--- src/rtl/core/apq_pkg.sv ---
package apq_pkg;

   localparam int IdW   = 16;
   localparam int PrioW = 8;
   localparam int OccW  = 5;

   typedef enum logic [1:0] {
      REQ_INSERT   = 2'd0,
      REQ_RETRIEVE = 2'd1,
      REQ_FINISH   = 2'd2,
      REQ_NOP      = 2'd3
   } req_code_type;

   typedef enum logic [1:0] {
      ST_OK       = 2'd0,
      ST_FULL     = 2'd1,
      ST_EMPTY    = 2'd2,
      ST_FINISHED = 2'd3
   } status_code_type;

   typedef struct packed {
      logic [1:0]       req_type;
      logic [IdW-1:0]   item_id;
      logic [PrioW-1:0] item_priority;
   } req_word_type;

   typedef struct packed {
      logic [1:0]       status;
      logic [IdW-1:0]   out_id;
      logic [OccW-1:0]  occupancy;
   } rsp_word_type;

   // one slot of the sorted chain
   typedef struct packed {
      logic             valid;
      logic [IdW-1:0]   id;
      logic [PrioW-1:0] prio;
   } entry_type;

   // broadcast from the top level to every cell
   typedef struct packed {
      logic             insert;
      logic             pop;
      logic [IdW-1:0]   id;
      logic [PrioW-1:0] prio;
   } cell_ctrl_type;

endpackage

--- src/rtl/core/apq_cell.sv ---
module apq_cell (
   input  logic                   clock,
   input  logic                   reset,
   input  apq_pkg::cell_ctrl_type ctrl,
   input  apq_pkg::entry_type     left_entry,
   input  logic                   left_greater,
   input  apq_pkg::entry_type     right_entry,
   output apq_pkg::entry_type     entry,
   output logic                   greater
);

   apq_pkg::entry_type entry_ff;
   apq_pkg::entry_type entry_in;
   apq_pkg::entry_type new_entry;
   apq_pkg::entry_type aged_entry;

   assign greater = entry_ff.valid && (entry_ff.prio > ctrl.prio);
   assign entry   = entry_ff;

   always_comb begin
      new_entry.valid = 1'b1;
      new_entry.id    = ctrl.id;
      new_entry.prio  = ctrl.prio;

      // pop shifts toward the head; the shifted entry ages, floor of 1
      aged_entry = right_entry;
      if (right_entry.prio > apq_pkg::PrioW'(1)) begin
         aged_entry.prio = right_entry.prio - apq_pkg::PrioW'(1);
      end

      entry_in = entry_ff;
      if (ctrl.pop) begin
         entry_in = aged_entry;
      end else if (ctrl.insert && (greater || !entry_ff.valid)) begin
         if (left_greater) begin
            entry_in = left_entry;          // make room: shift toward tail
         end else if (greater || left_entry.valid) begin
            entry_in = new_entry;           // insertion point
         end
      end
   end

   always_ff @(posedge clock) begin
      if (reset) begin
         entry_ff.valid <= 1'b0;
      end else begin
         entry_ff.valid <= entry_in.valid;
      end
      entry_ff.id   <= entry_in.id;
      entry_ff.prio <= entry_in.prio;
   end

endmodule

--- src/rtl/core/aging_priority_queue_top.sv ---
// Channel | Dir | Handshake            | Word
// req     | in  | req_valid/req_ready  | req_data : apq_pkg::req_word_type
// rsp     | out | rsp_valid/rsp_ready  | rsp_data : apq_pkg::rsp_word_type
//
// One word in, one word out. A request is executed in the cycle it is taken;
// its response sits in the output register from the next cycle on.
// One request per cycle while the response side keeps up; the response
// register is the only stall point (req_ready = output register free or
// being drained). Reset empties the queue and clears the done flag.
module aging_priority_queue_top #(
   parameter int DEPTH    = 16,
   parameter int MAX_PRIO = 255
) (
   input  logic                  clock,
   input  logic                  reset,
   input  logic                  req_valid,
   output logic                  req_ready,
   input  apq_pkg::req_word_type req_data,
   output logic                  rsp_valid,
   input  logic                  rsp_ready,
   output apq_pkg::rsp_word_type rsp_data
);

   localparam int CntW = $clog2(DEPTH + 1);

   // queue bookkeeping
   logic [CntW-1:0]       count_ff;
   logic [CntW-1:0]       count_in;
   logic                  finished_ff;
   logic                  finished_in;

   // response register
   logic                  rsp_valid_ff;
   logic                  rsp_valid_in;
   apq_pkg::rsp_word_type rsp_data_ff;
   apq_pkg::rsp_word_type rsp_data_in;

   logic                  req_fire;
   logic                  is_full;
   logic                  is_empty;
   logic [apq_pkg::PrioW-1:0] prio_clamped;
   logic [CntW+apq_pkg::OccW-1:0] occ_wide;

   apq_pkg::cell_ctrl_type ctrl;

   // cell chain: index 0 is the head
   apq_pkg::entry_type cell_entry [DEPTH];
   logic               cell_greater [DEPTH];
   logic [DEPTH-1:0]   valid_vec;

   assign req_ready = !rsp_valid_ff || rsp_ready;
   assign req_fire  = req_valid && req_ready;
   assign rsp_valid = rsp_valid_ff;
   assign rsp_data  = rsp_data_ff;

   assign is_full  = (count_ff == CntW'(DEPTH));
   assign is_empty = (count_ff == '0);

   // saturate incoming priority into 1..MAX_PRIO
   always_comb begin
      if (req_data.item_priority == '0) begin
         prio_clamped = apq_pkg::PrioW'(1);
      end else if (32'(req_data.item_priority) > 32'(MAX_PRIO)) begin
         prio_clamped = apq_pkg::PrioW'(MAX_PRIO);
      end else begin
         prio_clamped = req_data.item_priority;
      end
   end

   always_comb begin
      ctrl.insert = req_fire && (req_data.req_type == apq_pkg::REQ_INSERT) && !is_full;
      ctrl.pop    = req_fire && (req_data.req_type == apq_pkg::REQ_RETRIEVE) && !is_empty;
      ctrl.id     = req_data.item_id;
      ctrl.prio   = prio_clamped;
   end

   // the chain: each cell sees its neighbors and the broadcast request
   genvar gi;
   generate
      for (gi = 0; gi < DEPTH; gi++) begin : g_cell
         apq_pkg::entry_type left_e;
         apq_pkg::entry_type right_e;
         logic               left_g;

         if (gi == 0) begin : g_head
            // head: an always-present, never-greater left side
            assign left_e = '{valid: 1'b1, id: '0, prio: '0};
            assign left_g = 1'b0;
         end else begin : g_body
            assign left_e = cell_entry[gi-1];
            assign left_g = cell_greater[gi-1];
         end

         if (gi == DEPTH - 1) begin : g_tail
            assign right_e = '0;            // vacated slot reads empty
         end else begin : g_inner
            assign right_e = cell_entry[gi+1];
         end

         apq_cell u_cell (
            .clock        (clock),
            .reset        (reset),
            .ctrl         (ctrl),
            .left_entry   (left_e),
            .left_greater (left_g),
            .right_entry  (right_e),
            .entry        (cell_entry[gi]),
            .greater      (cell_greater[gi])
         );

         assign valid_vec[gi] = cell_entry[gi].valid;
      end
   endgenerate

   // next count, flag and response word
   always_comb begin
      count_in     = count_ff;
      finished_in  = finished_ff;
      rsp_valid_in = rsp_valid_ff;
      if (rsp_ready) begin
         rsp_valid_in = 1'b0;
      end

      rsp_data_in.status = apq_pkg::ST_OK;
      rsp_data_in.out_id = '0;

      case (req_data.req_type)
         apq_pkg::REQ_INSERT: begin
            if (is_full) begin
               rsp_data_in.status = apq_pkg::ST_FULL;
            end else begin
               count_in = count_ff + CntW'(1);
            end
         end
         apq_pkg::REQ_RETRIEVE: begin
            if (is_empty) begin
               rsp_data_in.status = finished_ff ? apq_pkg::ST_FINISHED : apq_pkg::ST_EMPTY;
            end else begin
               rsp_data_in.out_id = cell_entry[0].id;
               count_in = count_ff - CntW'(1);
            end
         end
         apq_pkg::REQ_FINISH: begin
            finished_in = 1'b1;
         end
         default: begin
         end
      endcase

      // occupancy is reported modulo 2^OccW
      occ_wide = (CntW + apq_pkg::OccW)'(count_in);
      rsp_data_in.occupancy = occ_wide[apq_pkg::OccW-1:0];

      if (!req_fire) begin
         count_in    = count_ff;
         finished_in = finished_ff;
      end else begin
         rsp_valid_in = 1'b1;
      end
   end

   always_ff @(posedge clock) begin
      if (reset) begin
         count_ff     <= '0;
         finished_ff  <= 1'b0;
         rsp_valid_ff <= 1'b0;
      end else begin
         count_ff     <= count_in;
         finished_ff  <= finished_in;
         rsp_valid_ff <= rsp_valid_in;
      end
      if (req_fire) begin
         rsp_data_ff <= rsp_data_in;
      end
   end

`ifndef ASSERT_OFF
   // count tracks the number of occupied cells
   a_count_matches: assert property (@(posedge clock) disable iff (reset)
      count_ff == CntW'($countones(valid_vec)))
      else $error("entry count disagrees with occupied cells");

   // the tail cell is occupied exactly when the queue is full
   a_full_tail: assert property (@(posedge clock) disable iff (reset)
      is_full == valid_vec[DEPTH-1])
      else $error("tail cell occupancy disagrees with full");

   // head two cells stay in priority order
   a_head_sorted: assert property (@(posedge clock) disable iff (reset)
      valid_vec[1] |-> (cell_entry[0].prio <= cell_entry[1].prio))
      else $error("head cells out of order");

   // a successful pop shrinks the queue by one
   a_pop_count: assert property (@(posedge clock) disable iff (reset)
      ctrl.pop |=> (count_ff == $past(count_ff) - CntW'(1)))
      else $error("pop did not decrement count");
`endif

endmodule
--- config.mk ---
export PLATFORM = sky130hd
export DESIGN_NAME = aging_priority_queue_top
export DESIGN_NICKNAME = d
export VERILOG_FILES = /design/src/rtl/core/apq_pkg.sv /design/src/rtl/core/apq_cell.sv /design/src/rtl/core/aging_priority_queue_top.sv
export SDC_FILE = /design/constraint.sdc
export NUM_CORES = 1
export LEC_CHECK = 0
export BUFFER_PORTS_ARGS = -buffer_cell sky130_fd_sc_hd__buf_2
export CORE_MARGIN = 1
export CORE_UTILIZATION = 46
export DETAILED_ROUTE_END_ITERATION = 12
export GPL_TIMING_DRIVEN = 0
export SYNTH_ARGS = -nofsm -noshare
export SYNTH_HDL_FRONTEND = slang
export SYNTH_SLANG_ARGS = --single-unit
--- constraint.sdc ---
create_clock -name clock -period 8.55 [get_ports clock]
set_input_delay 2.1375 -clock clock [delete_from_list [all_inputs] [get_ports clock]]
set_output_delay 2.1375 -clock clock [all_outputs]
set_load 0.005 [all_outputs]
Word-level counts from Yosys, hierarchy flattened
Cells that the tools add are included.

Memory bits (writable): 0. Latch bits: 0. Input port bits: 30. ROM bits: 0. Logic and storage cells: 331. Memories kept: 0. Output and inout port bits: 25. Flip-flop bits (word level): 430.

Muxes and demuxes: 85. Magnitude comparators: 31. Bitwise gates (word level): 1. Multipliers: 0. $add $sub $neg: 17. Shift operators: 0. Reduce and logical (&&, ||, !) cells: 140. Equality and inequality tests: 3. Div/mod/pow operators: 0.

Operators by type and width (number): $mux 25 (60); $gt 8x8->1 (16); $mux 8 (16); $gt 8x1->1 const B (15); $sub 8x1->8 const B (15); $reduce_bool 3->1 (14); $logic_and 1x1->1 (37); $reduce_bool 2->1 (17); $logic_or 1x1->1 (32); $reduce_and 2->1 (16); $logic_not 1->1 (19); $mux 5 (2); $pmux 5 s2 (1); $logic_not 8->1 (1); $add 5x1->5 const B (1); $eq 5x5->1 const B (1); $logic_not 5->1 (1); $sub 5x1->5 const B (1); $mux 1 (4); $pmux 2 s2 (1); $reduce_or 2->1 (2); $eq 2x1->1 const B (1); $eq 2x2->1 const B (1); $logic_not 2->1 (1); 2 further kinds (2).

Logic depth before layout (Yosys ltp)
Gate-level depths: netlist of run 1.

Word-level depth: 9. Mapped depth: 14. Depth with buffers taken out: 9.

Hierarchy
Synthesis of run 1 repeated with hierarchy kept, for this count alone.

Cells, all modules: 2834. Area, all modules: 28292.1 um^2.

By module, submodules not included: apq_cell (g_cell[0].u_cell ...) (cells each 168, instances 9, area each 1667.8 um^2); apq_cell (g_cell[3].u_cell ...) (cells each 169, instances 7, area each 1680.4 um^2); aging_priority_queue_top (cells each 139, instances 1, area each 1519.0 um^2).

Worst setup path after synthesis of run 1
No wires, ideal clock.

Path kind: input to register. From: input req_data[3] (netlist name). To: register g_cell[12].u_cell.entry_ff, in the netlist g_cell[12].u_cell.entry[0] (enable). Cell stages on the path: 14. Arrival: 6.557 ns. Buffers on the path: 5. Setup slack: 1.555 ns. Cell sequence: clkbuf_1 inv_1 a41o_1 clkbuf_1 clkbuf_1 ha_1 nand4_1 nor2_1 nor2_1 o21ai_0 buf_2 buf_2 a21boi_0 o21ai_0.

Word-level cells in the longest chain between the ends: 8. Elaborated cells between the ends (all ways): 12. Those cells by class: 2 x order compare; 1 x mux; 9 x reduce/logical.

Ends and longest elaborated chain: from (decl) (RTL line aging_priority_queue_top.sv:18) `input apq_pkg::req_word_type req_data,`; $logic_not 8->1 (RTL line aging_priority_queue_top.sv:61) `if (req_data.item_priority == '0) begin`; $mux 8 (*) (RTL line aging_priority_queue_top.sv:61); $gt 8x8->1 (RTL line apq_cell.sv:17) `assign greater = entry_ff.valid && (entry_ff.prio > ctrl.prio);`; $logic_and 1x1->1 (RTL line apq_cell.sv:17); $logic_or 1x1->1 (RTL line apq_cell.sv:34) `end else if (ctrl.insert && (greater || !entry_ff.valid)) begin`; $logic_and 1x1->1 (RTL line apq_cell.sv:34); $reduce_bool 2->1 (no source line); $reduce_and 2->1 (no source line) (*); to (decl) (RTL line apq_cell.sv:12) `apq_pkg::entry_type entry_ff;`.

Every way passes the cells marked *; elsewhere a longest branch is shown, timed or not. A chain may end at the register's enable or synchronous reset.

Worst setup path after layout of run 1
From: input req_data[3] (netlist name). To: register g_cell[14].u_cell.entry_ff, in the netlist g_cell[14].u_cell.entry[15] (enable).

Word-level cells in the longest chain between the ends: 8. Elaborated cells between the ends (all ways): 12. Those cells by class: 2 x order compare; 1 x mux; 9 x reduce/logical.

Ends and longest elaborated chain (RTL line): $logic_not 8->1 (aging_priority_queue_top.sv:61); $mux 8 (*) (aging_priority_queue_top.sv:61); $gt 8x8->1 (apq_cell.sv:17); $logic_and 1x1->1 (apq_cell.sv:17); $logic_or 1x1->1 (apq_cell.sv:34); $logic_and 1x1->1 (apq_cell.sv:34); $reduce_bool 2->1 (no source line); $reduce_and 2->1 (no source line) (*); to (decl) (apq_cell.sv:12).

Marks and branches as above.

==> run_results.csv, run 1 <==
group,metric,value,unit
detailed_routing,dr.pass1.iters,6,
sta,slew_headroom,0.1040,
sta,fin_crit,7.264,ns
setup_path,crit_fanout,25,
synthesis,synth-main-ff-cell,"edfxtp_1",
placed_design,hpwl,60.42,mm
sta,worst_slew_pin_slew,1.343,ns
setup_path,path_cells,"clkbuf_1 > inv_1 > a41o_1 > clkbuf_1 > clkbuf_2 > ha_1 > nor2b_1 > o211ai_1 > a21o_1 > a21oi_1 > a21oi_1 > o21ai_4",
pwr,peakVddDrop,0.0001498,V
die,rows,87,
placed_design,port_buffers,47,
sta,tns,0,ns
synthesis,synth_fp_nets,2844,
synthesis,synth_edf_count,383,
setup_path,slowest_delay,0.82,ns
detailed_routing,drtIter0Drc,2072,
clocking,hold_buffers,0,
hold_path,min_path_type,"reg -> reg",
detailed_routing,viasPerCell,5.940,
global_route,globalRouteOverflowTotal,0,
setup_path,critPathLaunchType,"input port",
detailed_routing,via_count,21134,
synthesis,yosysTopAreaCell,"edfxtp_1",
synthesis,ys_types,59,
die,start_util,0.4689,
synthesis,yosysSeqAreaShare,0.4670,
global_route,grt_usage,0.2699,
die,die_y,242.7,um
cells_and_area,n_antenna_cell,0,
clocking,post_cts_buffers,0,
sta,fin_hold_ws,0.5066,ns
flow_run,maxCapViolCount,0,
sta,rsz0062_at_grt,"no",
cells_and_area,drive_above_1_share,0.09029,
setup_path,r2r_setup_slack,4.86,ns
cells_and_area,fillers,5158,
synthesis,async_reset_ff_frac,0,
clocking,post_cts_resized,0,
synthesis,synth_common_cells,"403 x nand2_1, 383 x edfxtp_1, 346 x mux2i_1",
clocking,cts_buffers,49,
cells_and_area,final_util,0.5219,
synthesis,syn_area_per_cell,10.04,um^2
placed_design,gp_congestion,0.9092,
global_route,grt_pass1_wl,123.9,mm
die,dieArea,0.05889,mm^2
setup_path,required,8.78,ns
detailed_routing,remaining_drc_errors,0,
synthesis,ys_seq_elements,430,
cells_and_area,seq_area,0.01244,mm^2
global_route,grt_max_degree,28,
sta,finClkSkew,0.03834,ns
placed_design,placed_cells,3470,
setup_path,criticalPathCategory,"in -> reg",
synthesis,synth_top_area_frac,0.4317,
clocking,clk_pin_slew,0.06,ns
sta,hold_violations,0,
clocking,cts_tree,"yes",
sta,slew_viol_final,0,
cells_and_area,nets,2955,
clocking,root_buffer,"clkbuf_16",
synthesis,yosysMostFrequentCell,"nand2_1",
pwr,p_leak,12.45,nW
setup_path,end_kind,"register",
clocking,clock_tree.htree_level_count,2,
synthesis,synthesis.area,0.02664,mm^2
cells_and_area,area_growth,11.31,%
pwr,power.density,171.6,mW/mm^2
global_route,antenna_found_initial,0,
detailed_routing,wl,80.56,mm
sta,fin_crit_sh,0.8496,
setup_path,worstPathArrival,7.50,ns
detailed_routing,wl_per_cell,22.64,um
clocking,cts_max_path_buffers,3,
die,coreArea,0.05682,mm^2
sta,max_freq,137.7,MHz
cells_and_area,final_cell_count_no_fill,3558,
outcome,outcome,"finished clean",
cells_and_area,multi_input_area,0.01321,mm^2
synthesis,netlist_instances,2654,
detailed_routing,ant_nets,0,
setup_path,cp_slowest_cell,"inv_1",
synthesis,synth_area_leaders,"edfxtp_1 43%, mux2i_1 13%, ha_1 7.5%",
die,ios,55,
die,die_w,242.7,um
clocking,cts.sinks,430,
sta,finalSetupViolations,0,
global_route,grt_pass1_vias,20797,
clocking,insertion_delay,0.64,ns
synthesis,yosys_warnings,0,
through the flow:
stage	setup WS, ns	total power [mW]	cell area (um^2)
2_1_floorplan	1.555	2.927	26640
3_3_place_gp	-2.170	3.126	27820
3_5_place_dp	0.7662	3.165	28230
4_1_cts	1.414	5.105	29660
5_1_grt	1.217	5.264	29660
6_report	1.286	5.089	29660
state kept, by name, summed over array words and instances (netlist names):
signal	cells
g_cell.u_cell.entry	400
rsp_data	23
count_ff	5
finished_ff	1
rsp_valid	1
power breakdown:
part           total (mW)  internal (mW)  leakage, nW  switching [mW]
logic               0.669          0.248         7.88           0.420
registers            2.47           2.40         3.88          0.0640
clock network        1.95           1.07        0.691           0.888
worst max-delay path: cells and delay by family:
kind            cells  cell delay (ns)
fa+ha+maj           1             0.44
compound gates      6             2.39
simple gates        1             0.11
buf+inv             4             2.37
placed cells by master (no fill, tap or decap), types with 25 or more instances in the layout:
cell type	n
mux2i_1	346
a21oi_1	194
dfxtp_1	47
edfxtp_1	383
clkbuf_1	101
nand4_1	32
nor3_1	30
buf_2	130
clkbuf_16	49
nand2_1	403
o21ai_0	313
ha_1	160
xnor2_1	68
nor2_1	149
inv_1	63
o211ai_1	25
cell type report:
cell class | instances | share of cell area
plain buffers | 175 | 0.02784
clock buffers | 72 | 0.04426
clock inverters | 16 | 0.003881
inverters | 63 | 0.007974
multi-input cells | 1986 | 0.4455
flip-flops and latches | 430 | 0.4195
well taps | 756 | 0.03189
repair buffers | 60 | 0.01915
final timing paths:
path / endpoint / start / cells after the start
max: g_cell[14].u_cell.entry[15] / req_data[3] / 12
min: g_cell[7].u_cell.entry[24] / g_cell[7].u_cell.entry[24] / 1
max reg2reg: g_cell[10].u_cell.entry[14] / rsp_valid / 8
min reg2reg: g_cell[7].u_cell.entry[24] / g_cell[7].u_cell.entry[24] / 1
kinds of logic (layout without fill, tap and decap cells):
family,after synthesis,in the layout,share of synthesized area
adder cells (fa/ha/maj),160,160,0.07514
multiplexers,346,346,0.1300
AND/OR/NAND/NOR,743,743,0.1251
flip-flops,430,430,0.4670
buffers and inverters,238,386,0.03982
AO/OA/AOI/OAI,644,644,0.1321
XOR/XNOR,93,93,0.03085
routing by layer:
| metal | track usage | wire, um | share of wire |
|---|---|---|---|
| met1 | 0.3626 | 35230 | 0.44 |
| met2 | 0.4483 | 37920 | 0.47 |
| met3 | 0.03881 | 5120 | 0.064 |
| met4 | 0.08583 | 2294 | 0.028 |
| met5 | 0 | 0 | 0 |
(Power assumes the default switching activity.)
==> run 2, diff against run 1 <==
- ABC_AREA: unset -> 1
- clock period: 8.55 -> 6.22 ns (I/O delays scaled with it)
==> run 2 against run 1 <==
Against the previous run:
- the flow now finishes with violations (max-capacitance violations, max-slew violations)
- clock skew fell by 0.016 ns
- highest routed layer is now met5
- synthesized cell count rose by 40%
- worst hold slack got worse by 0.025 ns
- sequential cell count did not move
- largest cell class unchanged
- largest power group unchanged
==> run_results.csv, run 2 <==
group,metric,value,unit
outcome,outcome,"complete, but fails checks",
outcome,violations,"max-capacitance violations, max-slew violations",
die,die_y,251.4,um
setup_path,cp.depth,16,
clocking,root_buffer,"clkbuf_16",
detailed_routing,drtIter0Drc,2849,
sta,fin_crit,5.784,ns
die,ios,55,
clocking,cts.sinks,430,
sta,finClkSkew,0.02201,ns
die,rows,91,
die,start_util,0.4646,
synthesis,synth_top_area_frac,0.4019,
setup_path,reg2reg_to,"g_cell[4].u_cell.entry[18]",
pwr,power_frac_clock,0.397,
pwr,combPwrFrac,0.176,
sta,fin_crit_sh,0.9299,
setup_path,critPathBufInv,6,
detailed_routing,ant_nets,0,
synthesis,ys_types,35,
setup_path,crit_fanout,24,
setup_path,r2r_cells,10,
flow_run,maxCapViolCount,4,
synthesis,synth-main-ff-cell,"edfxtp_1",
cells_and_area,fillers,6053,
setup_path,required,6.45,ns
setup_path,end_kind,"register",
synthesis,netlist_instances,3712,
cells_and_area,drive_above_1_share,0.06772,
hold_path,min_path_type,"reg -> reg",
placed_design,port_buffers,54,
synthesis,syn_area_per_cell,7.709,um^2
cells_and_area,area_growth,11.50,%
pwr,total_power,8.111,mW
sta,finalWorstSetupSlack,0.4361,ns
synthesis,async_reset_ff_frac,0,
detailed_routing,via_count,26564,
setup_path,cp_slowest_cell,"nand2_1",
sta,worst_slew_pin_slew,1.559,ns
placed_design,dp_slack,-0.6124,ns
sta,slew_headroom,-0.03904,
clocking,insertion_delay,0.63,ns
global_route,antenna_found_initial,3,
synthesis,synth_common_cells,"842 x nand2_1, 692 x nand3_1, 463 x inv_1",
global_route,grt_usage,0.3281,
synthesis,yosys_warnings,0,
cells_and_area,final_util,0.5180,
die,coreArea,0.06160,mm^2
setup_path,crit_path_end,"g_cell[4].u_cell.entry[18]",
synthesis,synthesis.area,0.02862,mm^2
global_route,grt_pass1_wl,152.8,mm
clocking,cts_max_path_buffers,3,
setup_path,cpMostUsedCell,"nand2_1",
sta,finalSetupViolations,0,
pwr,sw_frac_of_total,0.2988,
detailed_routing,viasPerCell,5.641,
detailed_routing,remaining_drc_errors,0,
sta,max_freq,172.9,MHz
global_route,grt_max_degree,30,
pwr,p_sw,2.424,mW
synthesis,yosysSeqAreaShare,0.4348,
clocking,cts_tree,"yes",
sta,hold_violations,0,
global_route,globalRouteOverflowTotal,0,
setup_path,path_cells,"buf_2 > clkinv_1 > nand4_1 > nor2_1 > nor2_1 > clkinvlp_4 > buf_4 > ha_1 > nand2_1 > inv_1 > a31oi_1 > nand2_1 > clkbuf_1 > o21ai_0 > nand2_1 > nand2_1",
setup_path,startpoint,"req_data[1]",
setup_path,worstPathArrival,6.02,ns
die,die_w,251.4,um
global_route,grt_pass1_vias,25051,
setup_path,critPathLaunchType,"input port",
sta,fin_hold_ws,0.4814,ns
setup_path,criticalPathCategory,"in -> reg",
cells_and_area,largest_reg_flops,400,
synthesis,yosysMostFrequentCell,"nand2_1",
sta,rsz0062_at_grt,"no",
synthesis,synth_area_leaders,"edfxtp_1 40%, nand3_1 12%, nand2_1 11%",
detailed_routing,dr.pass1.iters,8,
setup_path,r2r_start,"g_cell[4].u_cell.entry[0]",
pwr,pwr-share-seq,0.427,
synthesis,synth_fp_nets,3902,
pwr,p_int,5.687,mW
detailed_routing,wl_per_cell,22.42,um
clocking,clk_pin_slew,0.06,ns
clocking,clock_tree.htree_level_count,2,
pwr,power.density,254.2,mW/mm^2
die,dieArea,0.06321,mm^2
pwr,peakVddDrop,0.0002333,V
synthesis,synth_edf_count,383,
synthesis,ys_seq_elements,430,
sta,slew_viol_final,33,
setup_path,slowest_delay,0.79,ns
cells_and_area,layout_common_cells,"840 x nand2_1, 692 x nand3_1, 462 x inv_1",
placed_design,hpwl,79.18,mm
cells_and_area,nets,4017,
placed_design,gp_congestion,0.9392,
clocking,hold_buffers,0,
clocking,cts_buffers,50,
detailed_routing,wl,105.6,mm
synthesis,yosysTopAreaCell,"edfxtp_1",
cells_and_area,layout_commonest_cell,"nand2_1",
pwr,p_leak,14.65,nW
setup_path,critPathTopFamily,"simple AND/OR/NAND/NOR gates",
setup_path,r2r_setup_slack,2.77,ns
run 2: cell types whose count changed after synthesis, moves of 22 or more:
cell	previous run	this run
a21oi_1	194	93
buf_2	83	53
clkbuf_1	79	122
inv_1	63	463
mux2i_1	346	0
nand2_1	403	842
nand3_1	22	692
nor2_1	149	216
nor2b_1	22	0
nor4_1	22	0
o21ai_0	328	258
o21ai_1	8	133
xnor2_1	68	21
xor2_1	24	58
run 2: through the flow:
step                      std cells  instance area [um^2]  TNS (ns)
final                          4709                 31910         0
after global routing           4707                 31900         0
after CTS                      4703                 31870         0
after detailed placement       4609                 30100   -146.89
after global placement         4603                 29930   -156.03
after floorplan                3712                 28620         0
run 2: worst register-to-register path: cells and delay by family (launching register included):
kind | cells | cell delay [ns]
flip-flops | 1 | 0.47
adder cells (fa/ha/maj) | 1 | 0.26
AO/OA/AOI/OAI | 2 | 0.50
AND/OR/NAND/NOR | 4 | 1.23
buffers and inverters | 3 | 0.59
run 2: worst min path at each step:
stage / from / end / slack [ns] / depth (start not counted)
after global placement: finished_ff / finished_ff / 0.45 / 2
after floorplan: finished_ff / finished_ff / 0.44 / 2
after global routing: finished_ff / finished_ff / 0.52 / 2
final: finished_ff / finished_ff / 0.48 / 2
after CTS: finished_ff / finished_ff / 0.49 / 2
after detailed placement: finished_ff / finished_ff / 0.47 / 2
run 2: power by group through the flow:
| stage | registers, mW | logic [mW] | clock network [mW] |
|---|---|---|---|
| 6_report | 3.46 | 1.43 | 3.22 |
| 5_1_grt | 3.48 | 1.57 | 3.32 |
| 4_1_cts | 3.46 | 1.39 | 3.23 |
| 3_5_place_dp | 3.52 | 1.39 | 0 |
| 3_3_place_gp | 3.52 | 1.35 | 0 |
| 2_1_floorplan | 3.49 | 0.923 | 0 |
run 2: area by class of cell:
class	count	area, um^2	area share
buffer	220	1116	0.03498
clock buffer	70	1501	0.04706
inverter	484	1821	0.05705
antenna	3	7.507	0.0002353
multi-input combinational	2578	13260	0.4155
clock inverter	24	266.5	0.008352
sequential	430	12440	0.3899
tap	837	1047	0.03282
timing repair buffer	63	450.4	0.01412
run 2: cells by family (layout without fill, tap and decap cells):
group	Yosys count	after routing	share of synthesized area
simple gates	1807	1807	0.2719
xor+xnor	79	79	0.02418
compound gates	532	532	0.09707
fa+ha+maj	160	160	0.06996
buf+inv	704	861	0.1021
other cells	0	3	0
flops	430	430	0.4348
run 2: timing repair:
action | in CTS | in global routing
setup endpoints to repair | 0 | 272
setup buffers | 0 | 3
resized for setup | 0 | 3
run 2: per-layer routing:
layer / wire [um] / track usage
met3: 10470 / 0.1019
met4: 4912 / 0.1537
met5: 119 / 0.006950
met1: 41950 / 0.4007
met2: 48130 / 0.5275
